===== src/hw/rtl/pcnc_pkg.sv =====
// Shared types and codes for the palette lookup table and nearest-color search.
package pcnc_pkg;

  // Input word operation codes.
  typedef enum logic [1:0] {
    FUNC_WRITE = 2'd0,
    FUNC_MAP   = 2'd1,
    FUNC_READ  = 2'd2,
    FUNC_NONE  = 2'd3
  } func_e;

  // Result word kinds.
  typedef enum logic [1:0] {
    KIND_WRITTEN = 2'd0,
    KIND_IGNORED = 2'd1,
    KIND_NEAREST = 2'd2,
    KIND_READ    = 2'd3
  } kind_e;

  // Controller states.
  typedef enum logic [1:0] {
    ST_IDLE  = 2'd0,
    ST_READ  = 2'd1,
    ST_SCAN  = 2'd2,
    ST_DRAIN = 2'd3
  } state_e;

  localparam int unsigned ColorW   = 8;
  localparam int unsigned VersionW = 32;
  localparam int unsigned DistW    = 18;

  // Commands from the controller to the datapath.
  typedef struct packed {
    logic wr;          // store one entry and load a write result
    logic rd;          // issue a table read for a read word
    logic scan_start;  // latch the target color and reset the search
    logic scan_issue;  // read the next entry of the search
    logic res_read;    // load the read result
    logic res_scan;    // load the nearest-index result
  } cmd_t;

  // Status from the datapath to the controller.
  typedef struct packed {
    logic res_busy;    // result register stays occupied at this edge
    logic scan_last;   // the search reads its final entry in this cycle
    logic pipe_busy;   // distance pipeline still holds entries
  } sts_t;

  // One result word.
  typedef struct packed {
    logic [1:0]          kind;
    logic [7:0]          index;
    logic [ColorW-1:0]   red;
    logic [ColorW-1:0]   green;
    logic [ColorW-1:0]   blue;
    logic [VersionW-1:0] version;
  } res_t;

endpackage


===== src/hw/rtl/pcnc_ctrl.sv =====
// Controller state machine that sequences table writes, reads and the search.
module pcnc_ctrl (
  input  logic             clk_i,
  input  logic             rst_ni,
  input  logic             in_valid_i,
  input  logic [1:0]       func_i,
  input  pcnc_pkg::sts_t   sts_i,
  output logic             in_stall_o,
  output pcnc_pkg::cmd_t   cmd_o
);

  pcnc_pkg::state_e state_q, state_d;
  logic accept;

  always_ff @(posedge clk_i or negedge rst_ni) begin
    if (!rst_ni) begin
      state_q <= pcnc_pkg::ST_IDLE;
    end else begin
      state_q <= state_d;
    end
  end

  assign in_stall_o = (state_q != pcnc_pkg::ST_IDLE) || sts_i.res_busy;
  assign accept     = in_valid_i && !in_stall_o;

  always_comb begin
    state_d = state_q;
    case (state_q)
      pcnc_pkg::ST_IDLE: begin
        if (accept && func_i == pcnc_pkg::FUNC_READ) begin
          state_d = pcnc_pkg::ST_READ;
        end else if (accept && func_i == pcnc_pkg::FUNC_MAP) begin
          state_d = pcnc_pkg::ST_SCAN;
        end
      end
      pcnc_pkg::ST_READ: begin
        state_d = pcnc_pkg::ST_IDLE;
      end
      pcnc_pkg::ST_SCAN: begin
        if (sts_i.scan_last) begin
          state_d = pcnc_pkg::ST_DRAIN;
        end
      end
      pcnc_pkg::ST_DRAIN: begin
        if (!sts_i.pipe_busy) begin
          state_d = pcnc_pkg::ST_IDLE;
        end
      end
      default: begin
        state_d = pcnc_pkg::ST_IDLE;
      end
    endcase
  end

  always_comb begin
    cmd_o = '0;
    case (state_q)
      pcnc_pkg::ST_IDLE: begin
        cmd_o.wr         = accept && (func_i == pcnc_pkg::FUNC_WRITE);
        cmd_o.rd         = accept && (func_i == pcnc_pkg::FUNC_READ);
        cmd_o.scan_start = accept && (func_i == pcnc_pkg::FUNC_MAP);
      end
      pcnc_pkg::ST_READ: begin
        cmd_o.res_read = 1'b1;
      end
      pcnc_pkg::ST_SCAN: begin
        cmd_o.scan_issue = 1'b1;
      end
      pcnc_pkg::ST_DRAIN: begin
        cmd_o.res_scan = !sts_i.pipe_busy;
      end
      default: begin
        cmd_o = '0;
      end
    endcase
  end

endmodule


===== config.mk =====
export PLATFORM = sky130hd
export DESIGN_NAME = pcnc_ctrl
export DESIGN_NICKNAME = d
export VERILOG_FILES = /design/src/hw/rtl/pcnc_pkg.sv /design/src/hw/rtl/pcnc_ctrl.sv
export SDC_FILE = /design/constraint.sdc
export NUM_CORES = 1
export LEC_CHECK = 0
export BUFFER_PORTS_ARGS = -buffer_cell sky130_fd_sc_hd__buf_2
export CORE_AREA = 3 3 40 42
export DETAILED_ROUTE_END_ITERATION = 8
export DIE_AREA = 0 0 43 45
export PLACE_DENSITY = 0.34
export SLEW_MARGIN = 10
export SYNTH_ARGS = -nofsm -noshare
export SYNTH_HDL_FRONTEND = slang
export SYNTH_SLANG_ARGS = --single-unit

===== constraint.sdc =====
create_clock -name clk_i -period 1.8 [get_ports clk_i]
set_input_delay 0.27 -clock clk_i [delete_from_list [all_inputs] [get_ports clk_i]]
set_output_delay 0.27 -clock clk_i [all_outputs]
set_load 0.01 [all_outputs]

# == After elaboration in Yosys (flattened, before gate mapping) ==
# Index checks and enable logic that the tools add are counted.
# classes
n_mux,9
n_eq_ne,8
reduce_logical,11
# op_table
operator,count
$mux W2,4
$pmux W2 S4,1
$eq A2 B2 Y1 const B,3
$eq A2 B1 Y1 const B,2
$logic_and A1 B1 Y1,4
$logic_not A2 Y1,2
$ne A2 B2 Y1 const B,2
$mux W1,3
$mux W3,1
$ne A3 B3 Y1 const B,1
$reduce_and A3 Y1,1
$logic_not A1 Y1,2
$reduce_bool A2 Y1,1
$logic_or A1 B1 Y1,1
# totals
register_bits,2
out_inout_bits,7

# == Depth between registers and ports, before layout ==
# depth
ltp_word,8
ltp_mapped,3

# == Least setup slack after synthesis ==
# Ideal clock, no wire load.
# synth_timing
path_kind,reg2out
startpoint,reg state_q[0]
endpoint,out cmd_o[3] (netlist name)
arrival_ps,1234
stages_incl_launch_ff,4
setup_slack_ps,296
n_path_buf,1
path_cell_list,dfrtp_1 > or3_1 > buf_2 > and4bb_1
# synth_rtl
item,line_no,rtl
"start, declared",pcnc_ctrl.sv:12,"pcnc_pkg::state_e state_q, state_d;"
"start signal, assigned",pcnc_ctrl.sv:17,state_q <= pcnc_pkg::ST_IDLE;
"start signal, assigned",pcnc_ctrl.sv:19,state_q <= state_d;
"end, declared",pcnc_ctrl.sv:9,output pcnc_pkg::cmd_t cmd_o

==> metrics.txt <==
# TYPE chip_impl_metric gauge
chip_impl_metric{name="die_height",unit="um"} 45
chip_impl_metric{name="global_route.usage.total",unit="%"} 6.00
chip_impl_metric{name="via_density_per_instance",unit=""} 4.18
chip_impl_info{name="registers.top_by_ff_count",value="state_q"} 1
chip_impl_metric{name="area_delta_synth_final",unit="%"} 82.0
chip_impl_metric{name="min_path_cells",unit=""} 3
chip_impl_metric{name="fillers",unit=""} 146
chip_impl_metric{name="cp_slowest_stage_delay",unit="ns"} 0.42
chip_impl_metric{name="sequential_cell_area",unit="um2"} 51.3
chip_impl_metric{name="final.min_clock_period",unit="ns"} 1.70
chip_impl_metric{name="drtAntennaViolNets",unit=""} 0
chip_impl_metric{name="post-route-worst-setup-slack",unit="ns"} 0.0966
chip_impl_info{name="hold_path_class",value="primary input to register"} 1
chip_impl_metric{name="final.setup.tns",unit="ns"} 0
chip_impl_metric{name="largest_voltage_drop_on_the_vdd_net",unit="uV"} 409
chip_impl_info{name="most_common_library_cell_in_the_layout_ignoring_fill_and_taps",value="sky130_fd_sc_hd__buf_2"} 1
chip_impl_metric{name="detailed_place.area",unit="um2"} 244
chip_impl_info{name="critical_path.endpoint_type",value="primary output"} 1
chip_impl_metric{name="max_cap_violations",unit=""} 0
chip_impl_metric{name="fp.coreArea",unit="um2"} 1280
chip_impl_metric{name="wire_length_of_the_first_global_routing_pass",unit="um"} 800
chip_impl_metric{name="cp_data_arrival_time",unit="ns"} 1.43
chip_impl_metric{name="synth-seq-cells",unit=""} 2
chip_impl_metric{name="drt_first_pass_iters",unit=""} 2
chip_impl_metric{name="timing.final.max_slew_violations",unit=""} 0
chip_impl_info{name="biggestRegsByFlops",value="state_q x2"} 1
chip_impl_metric{name="final-setup-viol-count",unit=""} 0
chip_impl_metric{name="numCtsBuffers",unit=""} 3
chip_impl_metric{name="number_of_buffers_on_the_longest_clock_path",unit=""} 2
chip_impl_info{name="timing.rr.start",value="state_q[1]$_DFFE_PN0P_"} 1
chip_impl_metric{name="postSynthNetCount",unit=""} 26
chip_impl_info{name="whs_endpoint",value="state_q[1]$_DFFE_PN0P_"} 1
chip_impl_metric{name="dpl_worst_slack",unit="ns"} 0.232
chip_impl_info{name="worstReg2RegEnd",value="state_q[0]$_DFFE_PN0P_"} 1
chip_impl_metric{name="drc",unit=""} 0
chip_impl_metric{name="dr_total_vias",unit=""} 209
chip_impl_metric{name="design.die.area",unit="um2"} 1940
chip_impl_info{name="ys_top_cells_by_area",value="sky130_fd_sc_hd__dfrtp_1, sky130_fd_sc_hd__nor4b_2, sky130_fd_sc_hd__and4bb_1"} 1
chip_impl_metric{name="synth-seq-area-share",unit="%"} 31.3
chip_impl_info{name="final_cell_mix",value="sky130_fd_sc_hd__buf_2, sky130_fd_sc_hd__nor2_1, sky130_fd_sc_hd__clkbuf_4"} 1
chip_impl_metric{name="achievable-frequency",unit="MHz"} 587
chip_impl_info{name="synth_top_area_cell",value="sky130_fd_sc_hd__dfrtp_1"} 1
chip_impl_metric{name="synth_area",unit="um2"} 160
chip_impl_metric{name="worst-r2r-cell-count",unit=""} 2
chip_impl_metric{name="num_rows",unit=""} 13
chip_impl_metric{name="yosys_warnings",unit=""} 0
chip_impl_metric{name="largest_register_ff_count",unit=""} 2
chip_impl_metric{name="post_route_cells_drive_above_1_share",unit="%"} 57.1
chip_impl_info{name="rsz0062_at_grt",value="false"} 1
chip_impl_metric{name="worst_slew_pin_slew",unit="ns"} 0.178
chip_impl_metric{name="hold_slack",unit="ns"} 0.329
chip_impl_metric{name="worst_slew_margin_rel",unit="%"} 88.1
chip_impl_metric{name="postSynthCellCount",unit=""} 18
chip_impl_metric{name="ios",unit=""} 15
chip_impl_info{name="outcome",value="finished, final reports clean"} 1
chip_impl_metric{name="ff2ff_setup_slack",unit="ns"} 0.70
chip_impl_metric{name="globalplace.congestion",unit=""} 0.747
chip_impl_metric{name="hold_viol_final",unit=""} 0
chip_impl_info{name="cp_slowest_cell",value="sky130_fd_sc_hd__or3_4"} 1
chip_impl_info{name="clock_tree_from_tritoncts",value="built"} 1
chip_impl_metric{name="drt_iter0_markers",unit=""} 2
chip_impl_info{name="cp-start-kind",value="register"} 1
chip_impl_metric{name="period_utilization",unit="%"} 94.6
chip_impl_metric{name="starting_density",unit="%"} 12.5
chip_impl_metric{name="grt_antenna_before_repair",unit=""} 0
chip_impl_metric{name="power_density",unit="nW/um2"} 1120
chip_impl_metric{name="post_cts_setup_inserts",unit=""} 0
chip_impl_info{name="clk_root_buf",value="sky130_fd_sc_hd__clkbuf_4"} 1
chip_impl_info{name="timing.setup.critical_path_class",value="register to primary output"} 1
chip_impl_info{name="crit_chain",value="or3_4 > and4bb_1 > buf_2"} 1
chip_impl_metric{name="leakagePower",unit="uW"} 0.000148
chip_impl_metric{name="clk_pin_slew_worst_paths",unit="ns"} 0.03
chip_impl_metric{name="insertedDiodeCount",unit=""} 0
chip_impl_metric{name="h-tree-depth",unit=""} 1
chip_impl_metric{name="fin_skew",unit="ns"} 0.00100
chip_impl_info{name="crit_path_start",value="state_q[1]$_DFFE_PN0P_"} 1
chip_impl_metric{name="drt_wl_total",unit="um"} 524
chip_impl_metric{name="io_buffers",unit=""} 14
chip_impl_metric{name="first_global_vias",unit=""} 206
chip_impl_metric{name="multi_input_area",unit="um2"} 115
chip_impl_metric{name="clk_latency",unit="ns"} 0.22
chip_impl_metric{name="critical_path_peak_fanout",unit=""} 5
chip_impl_metric{name="final_stage_net_count",unit=""} 45
chip_impl_metric{name="grt_max_degree",unit=""} 7
chip_impl_metric{name="synth_top_area_share",unit="%"} 31.3
chip_impl_metric{name="global_route.overflow_total",unit=""} 0
chip_impl_metric{name="postLayoutCellArea",unit="um2"} 292
chip_impl_metric{name="synth.lib_cells_used.distinct",unit=""} 14
chip_impl_metric{name="chipWidth",unit="um"} 43
chip_impl_metric{name="route.detailed.wl_per_inst",unit="um"} 10.5
chip_impl_metric{name="synthesis.area_per_instance",unit="um2"} 8.90
chip_impl_metric{name="worstPathRequired",unit="ns"} 1.53
chip_impl_info{name="hp-start",value="sts_i[0]"} 1
chip_impl_metric{name="cts.sinks",unit=""} 2
chip_impl_metric{name="post_route_utilization",unit="%"} 22.7
==> critical path: cells and delay by family (launching register included) <==
| family | cells | cell delay (ns) |
|---|---|---|
| and+or+nand+nor | 2 | 0.69 |
| DFF | 1 | 0.40 |
| buffers and inverters | 1 | 0.13 |
==> where the power goes <==
part	switching, uW	internal (uW)
Clock	23.5	73.4
Combinational	72.1	68.0
Sequential	23.6	65.3
Total	119	207
==> through the flow <==
stage | instances | total power [uW]
final | 50 | 326
after global routing | 50 | 366
after CTS | 50 | 332
after detailed placement | 46 | 217
after global placement | 46 | 216
after floorplan | 18 | 166
==> layer usage <==
metal | up-vias | track usage [%] | part of all wire (%)
met1 | 97 | 6.28 | 37
met3 | 0 | 1.99 | 13
met5 | - | 0 | 0
met4 | 0 | 7.23 | 0
li1 | 101 | - | -
met2 | 11 | 8.68 | 50
==> area by class of cell <==
cell class | count | area share [%]
inverters | 1 | 1.29
flip-flops and latches | 2 | 17.6
multi-input cells | 14 | 39.5
repair buffers | 15 | 27.5
clock buffers | 3 | 7.73
well taps | 15 | 6.44
==> kinds of logic (layout without fill, tap and decap cells) <==
group                  Yosys count  in the layout  synth area share, %
AOI/OAI and AO/OA                2              2                 8.60
buffers and inverters            2             19                 5.46
muxes                            1              1                 6.25
and+or+nand+nor                 11             11                 48.4
DFF                              2              2                 31.3
==> Yosys cell counts, drive strengths merged <==
| cell type | count |
|---|---|
| nor2 | 3 |
| dfrtp | 2 |
| nand2 | 2 |
| a22oi | 1 |
| and4bb | 1 |
| buf | 1 |
| inv | 1 |
| mux2i | 1 |
| nand3b | 1 |
| nand4bb | 1 |
| nor2b | 1 |
| nor4b | 1 |
| o22ai | 1 |
| or3 | 1 |
==> repair_timing <==
item,4_1_cts,5_1_grt
setup endpoints to repair,1,2
endpoints found under the hold margin,2,0
hold buffers,1,0
resized for setup,1,2
pin swaps,0,1
==> worst max path at each step <==
stage / end / slack (ns) / cells after the start
final: cmd_o[3] / 0.1 / 3
after CTS: cmd_o[3] / 0.04 / 3
after floorplan: cmd_o[3] / 0.30 / 3
after detailed placement: cmd_o[3] / 0.23 / 3
after global routing: cmd_o[5] / 0.03 / 3
after global placement: cmd_o[3] / 0.25 / 3
Note: power is estimated with default switching activity, not from simulation.
